## src/hdl/assert_macros.svh

```systemverilog
// Assertion macros shared by the quantized Hilbert index RTL.
`ifndef ASSERT_MACROS_SVH
`define ASSERT_MACROS_SVH
`ifndef SYNTHESIS
// Same-cycle implication, checked on clk and disabled while rst is high.
`define QHI_ASSERT_IMPL(lbl, ante, cons) \
  lbl: assert property (@(posedge clk) disable iff (rst) (ante) |-> (cons)) \
    else $error("qhi: implication check failed");
// Next-cycle implication, checked on clk and disabled while rst is high.
`define QHI_ASSERT_NEXT(lbl, ante, cons) \
  lbl: assert property (@(posedge clk) disable iff (rst) (ante) |=> (cons)) \
    else $error("qhi: next-cycle check failed");
`else
`define QHI_ASSERT_IMPL(lbl, ante, cons)
`define QHI_ASSERT_NEXT(lbl, ante, cons)
`endif
`endif

```

## src/hdl/qhi_pkg.sv

```systemverilog
// Shared constants and types for the quantized Hilbert index block.
`default_nettype none
package qhi_pkg;

  localparam int COORD_W          = 32;
  localparam int SCALE_W          = 32;
  localparam int PROD_W           = COORD_W + SCALE_W;
  // Q16.16 times Q16.16 leaves 32 fraction bits in the product.
  localparam int CELL_SHIFT       = 32;
  localparam int HI_W             = PROD_W - CELL_SHIFT;
  localparam int ORDER_CFG_W      = 5;
  localparam int INDEX_W          = 32;
  localparam int DEFAULT_MAX_ORDER = 16;
  localparam int LEVELS_PER_STAGE = 4;
  localparam int QUANT_STAGES     = 3;

  localparam int APB_ADDR_W = 5;
  localparam int APB_DATA_W = 32;
  localparam int REG_IDX_W  = 3;

  localparam logic [COORD_W-1:0]     X_ORIGIN_RST   = '0;
  localparam logic [COORD_W-1:0]     Y_ORIGIN_RST   = '0;
  localparam logic [SCALE_W-1:0]     X_SCALE_RST    = 32'h0001_0000;
  localparam logic [SCALE_W-1:0]     Y_SCALE_RST    = 32'h0001_0000;
  localparam logic [ORDER_CFG_W-1:0] GRID_ORDER_RST = 5'd1;

  typedef enum logic [REG_IDX_W-1:0] {
    REG_X_ORIGIN   = 3'd0,
    REG_Y_ORIGIN   = 3'd1,
    REG_X_SCALE    = 3'd2,
    REG_Y_SCALE    = 3'd3,
    REG_GRID_ORDER = 3'd4
  } reg_index_t;

endpackage
`default_nettype wire

```

## src/hdl/qhi_cell.sv

```systemverilog
// One axis quantizer: origin subtract, scale multiply, saturate to the grid.
`default_nettype none
module qhi_cell #(
  parameter int MAX_ORDER = qhi_pkg::DEFAULT_MAX_ORDER
) (
  input  logic                            clk,
  input  logic [qhi_pkg::QUANT_STAGES-1:0] en,
  input  logic [qhi_pkg::COORD_W-1:0]     coord,
  input  logic [qhi_pkg::COORD_W-1:0]     origin,
  input  logic [qhi_pkg::SCALE_W-1:0]     scale,
  input  logic [MAX_ORDER-1:0]            maxcell,
  output logic [MAX_ORDER-1:0]            cell_idx,
  output logic                            clamp
);
  import qhi_pkg::*;

  logic [COORD_W:0]   diff;
  logic [COORD_W:0]   mag_w;
  logic               neg_a;
  logic [COORD_W-1:0] mag_a;
  logic [PROD_W-1:0]  prod;
  logic               neg_b;
  logic [HI_W-1:0]    hi_b;
  logic               over;

  // The difference is exact in 33 bits; its magnitude never exceeds 2^32-1.
  assign diff  = {coord[COORD_W-1], coord} - {origin[COORD_W-1], origin};
  assign mag_w = diff[COORD_W] ? ((COORD_W+1)'(0) - diff) : diff;

  always_ff @(posedge clk) begin
    if (en[0]) begin
      neg_a <= diff[COORD_W];
      mag_a <= mag_w[COORD_W-1:0];
    end
  end

  assign prod = PROD_W'(mag_a) * PROD_W'(scale);

  always_ff @(posedge clk) begin
    if (en[1]) begin
      neg_b <= neg_a;
      hi_b  <= prod[PROD_W-1:CELL_SHIFT];
    end
  end

  // A zero scale gives a zero product, so it needs no path of its own.
  assign over = hi_b > HI_W'(maxcell);

  always_ff @(posedge clk) begin
    if (en[2]) begin
      if (neg_b) begin
        cell_idx <= '0;
        clamp    <= |hi_b;
      end else if (over) begin
        cell_idx <= maxcell;
        clamp    <= 1'b1;
      end else begin
        cell_idx <= hi_b[MAX_ORDER-1:0];
        clamp    <= 1'b0;
      end
    end
  end

endmodule
`default_nettype wire

```

## config.mk

```make
export PLATFORM = sky130hd
export DESIGN_NAME = qhi_cell
export DESIGN_NICKNAME = d
export VERILOG_FILES = /design/src/hdl/assert_macros.svh /design/src/hdl/qhi_pkg.sv /design/src/hdl/qhi_cell.sv
export SDC_FILE = /design/constraint.sdc
export NUM_CORES = 2
export LEC_CHECK = 0
export CAP_MARGIN = 10
export CORE_MARGIN = 5
export CORE_UTILIZATION = 28
export DETAILED_ROUTE_END_ITERATION = 7
export DONT_BUFFER_PORTS = 1
export GPL_TIMING_DRIVEN = 0
export REMOVE_ABC_BUFFERS = 1
export SLEW_MARGIN = 20
export SYNTH_ARGS = -nofsm -noshare
export SYNTH_HDL_FRONTEND = slang
export SYNTH_SLANG_ARGS = --single-unit
```

## constraint.sdc

```tcl
create_clock -name clk -period 7.5 [get_ports clk]
set_clock_uncertainty 0.15 [all_clocks]
set_input_delay 0.375 -clock clk [delete_from_list [all_inputs] [get_ports clk]]
set_output_delay 0.375 -clock clk [all_outputs]
set_load 0.01 [all_outputs]
```

==> impl_metrics.csv <==
group,metric,value,unit
clock_network,numCtsBuffers,9,
clock_network,cts-htree-levels,3,
worst_setup_path,cp-startpoint,"mag_a[18]$_DFFE_PP_",
synthesis,ys_types,80,
synthesis,postSynthAreaPerCell,9.18,µm²
worst_setup_path,cpMostUsedCell,"fa_1",
clock_network,worst_skew_pair.late_latency,0.35,ns
floorplan,start_util,28.1,%
timing,setup_viol,25,
worst_setup_path,crit_path_top_delay_cell,"fa_1",
route,dr.pass1.iters,5,
worst_setup_path,critPathMaxStageDelay,0.57,ns
global_route,grtUsageMet3,2.04,%
run_status,status,"finished, violations left",
clock_network,cts_tree,"yes",
route,drt_wl_total,108,mm
timing,relSlewSlack,31.4,%
floorplan,die_h,381,µm
final_layout,drive_gt1_share,8.03,%
global_route,use_met2,26.6,%
timing,hold_slack,0.225,ns
route,drc,0,
synthesis,ys_seq_area_share,6.47,%
global_route,grt_start_max_net_pins,34,
worst_setup_path,worstSetupEndpointType,"register",
route,postRouteAntennaNets,0,
global_route,grt_pass1_vias,31015,
timing,fin_crit,7.88,ns
job,cap_violations,0,
worst_setup_path,worstPathMaxFanout,8,
global_route,gr-usage-all-layers,15.0,%
timing,rsz0062_at_grt,"true",
route,vias_per_cell,4.71,
global_route,antenna_found_initial,7,
floorplan,ios,133,
run_status,failed_checks,"negative setup slack",
timing,max_freq,127,MHz
clock_network,clkSinkCount,83,
synthesis,synth_edf_count,83,
worst_setup_path,reg2reg_slack,-0.38,ns
synthesis,synth_seq_cells,83,
timing,worstMarginPinSlew,1.02,ns
placed_design,place_ws,-1.35,ns
floorplan,core.rowCount,136,
timing,finalCritPeriodShare,105,%
synthesis,syn_inst,4197,
min_path,hp-class,"in -> reg",
worst_setup_path,crit_end,"hi_b[31]$_DFFE_PP_",
route,dr_total_vias,28039,
floorplan,design.core.area,137000,µm²
timing,hold_viol,0,
synthesis,async_reset_ff_share,0,%
synthesis,synth_top_area_share,46.5,%
route,wl_per_cell,18.1,µm
global_route,busiest_layer,"met2",
timing,fin_ws,-0.382,ns
synthesis,yosys_warnings,0,
worst_setup_path,critPathKind,"reg -> reg",
route,drt-initial-drc-count,1613,
placed_design,placed_area,41000,µm²
synthesis,synth_area_leaders,"fa_1 47%, ha_1 10%, and2_1 9.8%",
worst_setup_path,r2r_cells,23,
placed_design,gp_congestion,0.838,
final_layout,finalNetCount,5475,
synthesis,synthFlopType,"edfxtp_1",
worst_setup_path,required,7.45,ns
worst_setup_path,crit_path_start_kind,"register",
synthesis,yosysTopAreaCell,"fa_1",
final_layout,area_growth,11.4,%
final_layout,fin_area,42900,µm²
timing,maxSlewViolCount,0,
floorplan,die_area,145000,µm²
timing,tns,-5.95,ns
clock_network,clk_pin_slew,0.07,ns
worst_setup_path,cp.arrival,7.84,ns
floorplan,die_w,381,µm
clock_network,root_buffer,"clkbuf_16",
synthesis,synth_area,38500,µm²
clock_network,cts.path.max_buffers,2,
global_route,grt_pass1_wl,174,mm
placed_design,port_buffers,0,
worst_setup_path,crit_chain,"buf_12 -> bufbuf_16 -> and2_1 -> fa_1 -> inv_1 -> fa_1 -> fa_1 -> fa_1 -> inv_2 -> fa_1 -> fa_1 -> fa_1 -> fa_1 -> ha_4 -> o211ai_1 -> a2111oi_4 -> a311o_1 -> o21ai_4 -> o211a_1 -> o41a_1 -> o31ai_4 -> a21oi_2 -> xnor2_1",
global_route,overflow,0,
global_route,use_met1,19.5,%
placed_design,dpl.hpwl,87.4,mm
worst_setup_path,worstReg2RegStart,"mag_a[18]$_DFFE_PP_",
worst_setup_path,timing.rr.end,"hi_b[31]$_DFFE_PP_",
routing by layer:
metal	wire length, µm	share of wire, %
met2	53400	50
met5	13	0.012
met3	6230	5.8
met4	3410	3.2
met1	44600	41
critical path: cells and delay by family, from the launching register on:
kind | cells | cell delay, ns
adders and majority gates | 9 | 4.36
AOI/OAI and AO/OA | 8 | 1.89
buffers and inverters | 4 | 0.54
DFF | 1 | 0.41
and+or+nand+nor | 1 | 0.15
xor gates and xnor gates | 1 | 0.12
per-stage QoR:
| step | cells | utilization [%] |
|---|---|---|
| finish | 5955 | 31.3 |
| global route | 5954 | 31.3 |
| CTS | 5926 | 31.0 |
| floorplan | 3980 | - |
| detailed placement | 5836 | 29.9 |
| global placement | 5774 | 29.1 |
what timing repair did:
item	in CTS	in global routing
endpoints found under the setup margin	32	31
gates resized for setup	113	86
hold buffers	5	0
endpoints found under the hold margin	65	0
buffers inserted	67	30
pin swaps	71	76
gates cloned	4	0
how the worst min path moves through the flow:
stage | cells past startpoint | from | slack, ns | to
after CTS | 1 | en[0] | 0.21 | mag_a[28]$_DFFE_PP_
after global routing | 1 | en[0] | 0.22 | mag_a[26]$_DFFE_PP_
after floorplan | 0 | neg_a$_DFFE_PP_ | 0.25 | neg_b$_DFFE_PP_
final | 1 | en[0] | 0.23 | mag_a[26]$_DFFE_PP_
after detailed placement | 0 | neg_a$_DFFE_PP_ | 0.26 | neg_b$_DFFE_PP_
after global placement | 0 | neg_a$_DFFE_PP_ | 0.26 | neg_b$_DFFE_PP_
layout by cell type, fill, tap and decap left out, types with 5 or more instances in the layout:
master,n
fa_2,28
and3_1,10
or2_2,5
clkbuf_16,9
o21a_1,13
nor2b_1,10
o21ai_2,6
buf_4,77
a211oi_1,9
o21bai_1,8
fa_1,868
buf_6,17
nand2b_1,8
nand4_1,18
o21ai_1,12
buf_8,34
xor2_1,26
a31oi_1,11
nor4_1,8
buf_12,20
and2_1,590
a21oi_1,101
nor3_1,15
nand2_1,493
or3_1,5
o211ai_1,11
and2_4,14
inv_2,20
edfxtp_1,83
inv_1,923
ha_4,15
nor2_1,52
a21oi_2,16
a21o_1,56
nand3_1,42
buf_16,10
ha_1,293
o21ai_0,50
xnor2_1,50
cell type report:
type | instances | area (µm²)
Clock buffer | 9 | 225
Timing Repair Buffer | 163 | 2030
Clock inverter | 7 | 76.3
Sequential cell | 83 | 2490
Antenna cell | 2 | 5.00
Tap cell | 1794 | 2240
Multi-Input combinational cell | 2953 | 32300
Inverter | 944 | 3550
Fill cell | 14315 | 94200
sequential cells by signal, summed over array words and instances (netlist names):
signal	cells
hi_b	32
mag_a	32
cell_idx	16
clamp	1
neg_a	1
neg_b	1
Yosys cell counts (3+ instances only):
cell type,count
nand3_1,45
nor4_1,9
or3_1,5
o31ai_1,3
and2_1,604
o211ai_1,11
o21bai_1,9
xnor2_1,52
ha_1,309
nand4_1,18
and4_1,5
or2_2,5
a21o_1,56
o22ai_1,3
nor2_1,55
nor2b_1,11
o21ai_1,10
nor3b_1,3
a211oi_1,11
nand2b_1,10
clkbuf_1,209
a31oi_1,14
edfxtp_1,83
fa_1,896
a2111oi_0,4
nor3_1,15
buf_2,5
o221ai_1,3
o31a_1,3
xor2_1,27
o21ai_0,59
nand2_1,496
a21oi_1,116
a211o_1,4
o21a_1,14
and3_1,13
a41oi_1,5
inv_1,943
logic make-up after synthesis:
kind of cell / Yosys count / synth area share, %
buffers and inverters: 1161 / 11.3
muxes: 2 / 0.0520
DFF: 83 / 6.47
AOI/OAI and AO/OA: 360 / 6.09
xor gates and xnor gates: 80 / 1.84
and+or+nand+nor: 1306 / 17.6
adders and majority gates: 1205 / 56.6
Power is not shown: default switching activity piles up to over one toggle a cycle in this logic, so the estimate is an artifact.
