## src/hdl/assert_macros.svh

```systemverilog
// Assertion macros shared by the quantized Hilbert index RTL.
`ifndef ASSERT_MACROS_SVH
`define ASSERT_MACROS_SVH
`ifndef SYNTHESIS
// Same-cycle implication, checked on clk and disabled while rst is high.
`define QHI_ASSERT_IMPL(lbl, ante, cons) \
  lbl: assert property (@(posedge clk) disable iff (rst) (ante) |-> (cons)) \
    else $error("qhi: implication check failed");
// Next-cycle implication, checked on clk and disabled while rst is high.
`define QHI_ASSERT_NEXT(lbl, ante, cons) \
  lbl: assert property (@(posedge clk) disable iff (rst) (ante) |=> (cons)) \
    else $error("qhi: next-cycle check failed");
`else
`define QHI_ASSERT_IMPL(lbl, ante, cons)
`define QHI_ASSERT_NEXT(lbl, ante, cons)
`endif
`endif

```

## src/hdl/qhi_pkg.sv

```systemverilog
// Shared constants and types for the quantized Hilbert index block.
`default_nettype none
package qhi_pkg;

  localparam int COORD_W          = 32;
  localparam int SCALE_W          = 32;
  localparam int PROD_W           = COORD_W + SCALE_W;
  // Q16.16 times Q16.16 leaves 32 fraction bits in the product.
  localparam int CELL_SHIFT       = 32;
  localparam int HI_W             = PROD_W - CELL_SHIFT;
  localparam int ORDER_CFG_W      = 5;
  localparam int INDEX_W          = 32;
  localparam int DEFAULT_MAX_ORDER = 16;
  localparam int LEVELS_PER_STAGE = 4;
  localparam int QUANT_STAGES     = 3;

  localparam int APB_ADDR_W = 5;
  localparam int APB_DATA_W = 32;
  localparam int REG_IDX_W  = 3;

  localparam logic [COORD_W-1:0]     X_ORIGIN_RST   = '0;
  localparam logic [COORD_W-1:0]     Y_ORIGIN_RST   = '0;
  localparam logic [SCALE_W-1:0]     X_SCALE_RST    = 32'h0001_0000;
  localparam logic [SCALE_W-1:0]     Y_SCALE_RST    = 32'h0001_0000;
  localparam logic [ORDER_CFG_W-1:0] GRID_ORDER_RST = 5'd1;

  typedef enum logic [REG_IDX_W-1:0] {
    REG_X_ORIGIN   = 3'd0,
    REG_Y_ORIGIN   = 3'd1,
    REG_X_SCALE    = 3'd2,
    REG_Y_SCALE    = 3'd3,
    REG_GRID_ORDER = 3'd4
  } reg_index_t;

endpackage
`default_nettype wire

```

## src/hdl/qhi_curve.sv

```systemverilog
// Hilbert distance pipeline: a fixed number of curve levels per register stage.
`default_nettype none
module qhi_curve #(
  parameter int MAX_ORDER = qhi_pkg::DEFAULT_MAX_ORDER
) (
  input  logic clk,
  input  logic [(MAX_ORDER + qhi_pkg::LEVELS_PER_STAGE - 1) /
                qhi_pkg::LEVELS_PER_STAGE - 1:0] en,
  input  logic                   swap,
  input  logic [MAX_ORDER-1:0]   cx,
  input  logic [MAX_ORDER-1:0]   cy,
  input  logic                   clamp_in,
  output logic [2*MAX_ORDER-1:0] distance,
  output logic                   clamped
);
  import qhi_pkg::*;

  localparam int Stages = (MAX_ORDER + LEVELS_PER_STAGE - 1) / LEVELS_PER_STAGE;

  logic [MAX_ORDER-1:0]   xs [Stages];
  logic [MAX_ORDER-1:0]   ys [Stages];
  logic [2*MAX_ORDER-1:0] ds [Stages];
  logic                   cs [Stages];

  // Every level runs from the top bit down. Levels above the active order see
  // zero bits and only exchange x and y, so an odd count of them is undone by
  // exchanging the inputs up front.
  for (genvar j = 0; j < Stages; j++) begin : g_stage
    logic [MAX_ORDER-1:0]   x_in;
    logic [MAX_ORDER-1:0]   y_in;
    logic [2*MAX_ORDER-1:0] d_in;
    logic                   c_in;
    logic [MAX_ORDER-1:0]   x_nx;
    logic [MAX_ORDER-1:0]   y_nx;
    logic [2*MAX_ORDER-1:0] d_nx;

    if (j == 0) begin : g_head
      assign x_in = swap ? cy : cx;
      assign y_in = swap ? cx : cy;
      assign d_in = '0;
      assign c_in = clamp_in;
    end else begin : g_body
      assign x_in = xs[j-1];
      assign y_in = ys[j-1];
      assign d_in = ds[j-1];
      assign c_in = cs[j-1];
    end

    always_comb begin
      int                   k;
      logic                 rx;
      logic                 ry;
      logic [MAX_ORDER-1:0] lo;
      logic [MAX_ORDER-1:0] tmp;
      k    = 0;
      rx   = 1'b0;
      ry   = 1'b0;
      lo   = '0;
      tmp  = '0;
      x_nx = x_in;
      y_nx = y_in;
      d_nx = d_in;
      for (int t = 0; t < LEVELS_PER_STAGE; t++) begin
        if (j * LEVELS_PER_STAGE + t < MAX_ORDER) begin
          k  = MAX_ORDER - 1 - (j * LEVELS_PER_STAGE + t);
          rx = x_nx[k];
          ry = y_nx[k];
          lo = {MAX_ORDER{1'b1}} >> (MAX_ORDER - k);
          d_nx[2*k +: 2] = {rx, rx ^ ry};
          x_nx = x_nx & lo;
          y_nx = y_nx & lo;
          if (!ry) begin
            if (rx) begin
              x_nx = x_nx ^ lo;
              y_nx = y_nx ^ lo;
            end
            tmp  = x_nx;
            x_nx = y_nx;
            y_nx = tmp;
          end
        end
      end
    end

    always_ff @(posedge clk) begin
      if (en[j]) begin
        xs[j] <= x_nx;
        ys[j] <= y_nx;
        ds[j] <= d_nx;
        cs[j] <= c_in;
      end
    end
  end

  assign distance = ds[Stages-1];
  assign clamped  = cs[Stages-1];

endmodule
`default_nettype wire

```

## config.mk

```make
export PLATFORM = sky130hd
export DESIGN_NAME = qhi_curve
export DESIGN_NICKNAME = d
export VERILOG_FILES = /design/src/hdl/assert_macros.svh /design/src/hdl/qhi_pkg.sv /design/src/hdl/qhi_curve.sv
export SDC_FILE = /design/constraint.sdc
export NUM_CORES = 1
export LEC_CHECK = 0
export ABC_CLOCK_PERIOD_IN_PS = 2700
export BUFFER_PORTS_ARGS = -buffer_cell sky130_fd_sc_hd__buf_2
export CAP_MARGIN = 40
export CORE_MARGIN = 2
export CORE_UTILIZATION = 50
export CTS_BUF_LIST = sky130_fd_sc_hd__clkbuf_8 sky130_fd_sc_hd__clkbuf_16
export DETAILED_ROUTE_END_ITERATION = 10
export PLACE_DENSITY = 0.7
export RECOVER_POWER = 25
export SKIP_CTS_REPAIR_TIMING = 1
export SYNTH_ARGS = -nofsm -noshare
export SYNTH_HDL_FRONTEND = slang
export SYNTH_SLANG_ARGS = --single-unit
export TNS_END_PERCENT = 30
```

## constraint.sdc

```tcl
create_clock -name clk -period 2.7 [get_ports clk]
set_input_delay 0.27 -clock clk [delete_from_list [all_inputs] [get_ports clk]]
set_output_delay 0.27 -clock clk [all_outputs]
set_load 0.005 [all_outputs]
```

==> flow_metrics.env <==
export IMPL_grt_pass1_wl_um=42890
export IMPL_grt_max_degree=73
export IMPL_final_area_sq_um=13100
export IMPL_cts_buffers=17
export IMPL_diodes=0
export IMPL_buffer_ports_inserted=71
export IMPL_antenna_found_initial=0
export IMPL_fin_setup_tns_ps=0
export IMPL_seq_power_share_pct=23.9
export IMPL_drive_gt1_share_pct=22.56
export IMPL_seqCellArea_sq_um=3964
export IMPL_power_mw=17.00
export IMPL_maxSlewHeadroom_pct=-14.34
export IMPL_worst_slew_pin_slew_ps=1715
export IMPL_synthCells=1200
export IMPL_hold_violations=0
export IMPL_startpoint_type="flop"
export IMPL_fin_ws_ps=183.2
export IMPL_cts_htree_levels=4
export IMPL_clock_path_buffers=2
export IMPL_syn_to_final_growth_pct=18.73
export IMPL_p_sw_share_pct=43.10
export IMPL_p_clk_share_pct=13.8
export IMPL_clock_latency_ps=420
export IMPL_grt_setup_unrepaired="false"
export IMPL_final_common_cell="xnor2_1"
export IMPL_fin_crit_ps=2517
export IMPL_first_pass_iters=7
export IMPL_p_int_mw=9.673
export IMPL_placed_area_sq_um=12460
export IMPL_final_cell_mix="xnor2_1, buf_4, edfxtp_1"
export IMPL_setup_viol=0
export IMPL_initial_core_util_pct=50.72
export IMPL_path_max_fanout=16
export IMPL_cts_tree="built"
export IMPL_synthFlopType="edfxtp_1"
export IMPL_leakagePower_nw=4.772
export IMPL_violations="max-capacitance violations, max-slew violations"
export IMPL_synth_async_reset_ratio_pct=0
export IMPL_path_delay_family="compound AO/OA/AOI/OAI gates"
export IMPL_core_sq_um=21760
export IMPL_yosys_area_top_type_share_pct=35.92
export IMPL_die_h_um=152.6
export IMPL_die_area_sq_um=23280
export IMPL_netlist_top_cells_area="edfxtp_1, xnor2_1, xor2_1"
export IMPL_overflow=0
export IMPL_path_class="reg2reg"
export IMPL_wl_per_cell_um=15.91
export IMPL_ir_drop_uv=663.4
export IMPL_routabilityCongestion=0.8383
export IMPL_outcome="complete, but fails checks"
export IMPL_p_per_area_nw_per_um2=1298
export IMPL_viasPerCell=5.877
export IMPL_ios=72
export IMPL_synth_area_leader_cell="edfxtp_1"
export IMPL_crit_chain="nand2b_1, buf_4, o21ai_0, o31ai_4, buf_6, xnor2_1, a221oi_1, o22ai_1"
export IMPL_clk_pin_slew_ps=70
export IMPL_multi_input_area_sq_um=6505
export IMPL_hp_class="in2reg"
export IMPL_endpoint_kind="flop"
export IMPL_place_ws_ps=-156.6
export IMPL_ys_types=62
export IMPL_synth_warnings=0
export IMPL_seq_area_frac_synth_pct=35.92
export IMPL_critPathRequiredTime_ps=2830
export IMPL_row_count=54
export IMPL_cp_slowest_cell="edfxtp_1"
export IMPL_die_w_um=152.6
export IMPL_finClkSkew_ps=11.00
export IMPL_finalCritPeriodShare_pct=93.21
export IMPL_root_buffer="clkbuf_16"
export IMPL_crit_buf_inv=2
export IMPL_synth_edf_count=132
export IMPL_drt_iter0_markers=659
export IMPL_grt_pass1_vias=8735
export IMPL_synth_nets=1239
export IMPL_clock_sinks=132
export IMPL_ant_nets=0
export IMPL_p_sw_mw=7.328
export IMPL_drv_slew=68
export IMPL_via_count=9538
export IMPL_fin_nets=1369
export IMPL_timing_fmax_mhz=397.3
export IMPL_drv_cap=2
export IMPL_grt_usage_pct=21.86
export IMPL_hpwl_um=18410
export IMPL_cpPeakStageDelay_ps=510
export IMPL_power_frac_comb_pct=62.3
export IMPL_avgSynthCellArea_sq_um=9.196
export IMPL_synth_area_sq_um=11040
export IMPL_cp_data_arrival_time_ps=2650
export IMPL_drc=0
export IMPL_ys_seq_elements=132
export IMPL_wl_um=25830
export IMPL_n_fill_cell=1843
export IMPL_worst_hold_slack_ps=23.97
==> layer usage <==
metal / global-route usage (%) / wire length (um) / vias up
met5: 0 / 0 / -
met4: 5.952 / 345 / 0
met3: 3.072 / 1086 / 27
met2: 37.45 / 12770 / 267
met1: 29.09 / 11620 / 4550
li1: - / - / 4694
==> cells by family (layout without fill, tap and decap cells) <==
group | Yosys count | in the layout | synth area share, %
XOR/XNOR | 214 | 214 | 17.15
AO/OA/AOI/OAI | 392 | 392 | 25.03
buffers and inverters | 119 | 262 | 5.578
multiplexers | 20 | 20 | 2.029
flip-flops | 132 | 132 | 35.92
AND/OR/NAND/NOR | 323 | 323 | 14.29
==> cell usage after synthesis (5+ instances only) <==
| master | number |
|---|---|
| xnor2_1 | 144 |
| edfxtp_1 | 132 |
| nand2_1 | 120 |
| o21ai_0 | 92 |
| nor2_1 | 73 |
| xor2_1 | 69 |
| a21oi_1 | 63 |
| o221ai_1 | 61 |
| clkbuf_1 | 54 |
| buf_2 | 35 |
| nor2b_1 | 32 |
| o22ai_1 | 27 |
| nor3b_1 | 25 |
| nand2b_1 | 21 |
| a221oi_1 | 20 |
| o22a_1 | 19 |
| a2bb2oi_1 | 17 |
| buf_4 | 16 |
| nor3_1 | 15 |
| a211oi_1 | 13 |
| mux2i_1 | 13 |
| or2_2 | 11 |
| a211o_1 | 10 |
| a21o_1 | 10 |
| a22oi_1 | 9 |
| a22o_1 | 8 |
| buf_6 | 7 |
| o21ai_1 | 7 |
| a2111oi_0 | 6 |
| mux2i_2 | 6 |
| nand3_1 | 5 |
| nand3b_1 | 5 |
==> worst reg2reg max path, stage by stage, from the launching register on <==
cell and delay, ps:
edfxtp_1 510, nand2b_1 160, buf_4 200, o21ai_0 190, o31ai_4 370, buf_6 270
xnor2_1 110, a221oi_1 270, o22ai_1 160
==> path summary, 6_finish.rpt <==
check / start / end / slack, ps / cells past startpoint
worst min-delay path: clamp_in / cs[0]$_DFFE_PP_ / 20 / 1
worst min register to register: cs[2]$_DFFE_PP_ / cs[3]$_DFFE_PP_ / 410 / 0
worst max register to register: xs[0][10]$_DFFE_PP_ / ys[1][6]$_DFFE_PP_ / 180 / 8
worst max-delay path: xs[0][10]$_DFFE_PP_ / ys[1][6]$_DFFE_PP_ / 180 / 8
==> metrics by stage <==
stage          std cells  utilization, %
2_1_floorplan       1200               -
3_3_place_gp        1590           57.29
3_5_place_dp        1590           57.29
4_1_cts             1622           60.05
5_1_grt             1623           60.23
6_report            1623           60.23
==> power by group through the flow <==
| stage | combinational [mW] | clock (mW) | sequential, mW |
|---|---|---|---|
| after floorplan | 7.41 | 0 | 3.74 |
| after global placement | 9.92 | 0 | 4.05 |
| after detailed placement | 10.3 | 0 | 4.09 |
| after CTS | 10.3 | 2.37 | 4.05 |
| after global routing | 11.6 | 2.47 | 4.15 |
| final | 10.6 | 2.35 | 4.06 |
==> state kept, by name, summed over array words and instances (netlist names) <==
name,flops
ys,24
cs,4
ds,80
xs,24
==> layout make-up <==
class                      instances  area share (%)
clock buffer                      17           3.247
clock inverter                    15           1.327
inverter                           3          0.1814
multi-input combinational        949           49.65
sequential                       132           30.25
tap                              280           2.674
timing repair buffer             227           12.67
Note: power is estimated with default switching activity, not from simulation.
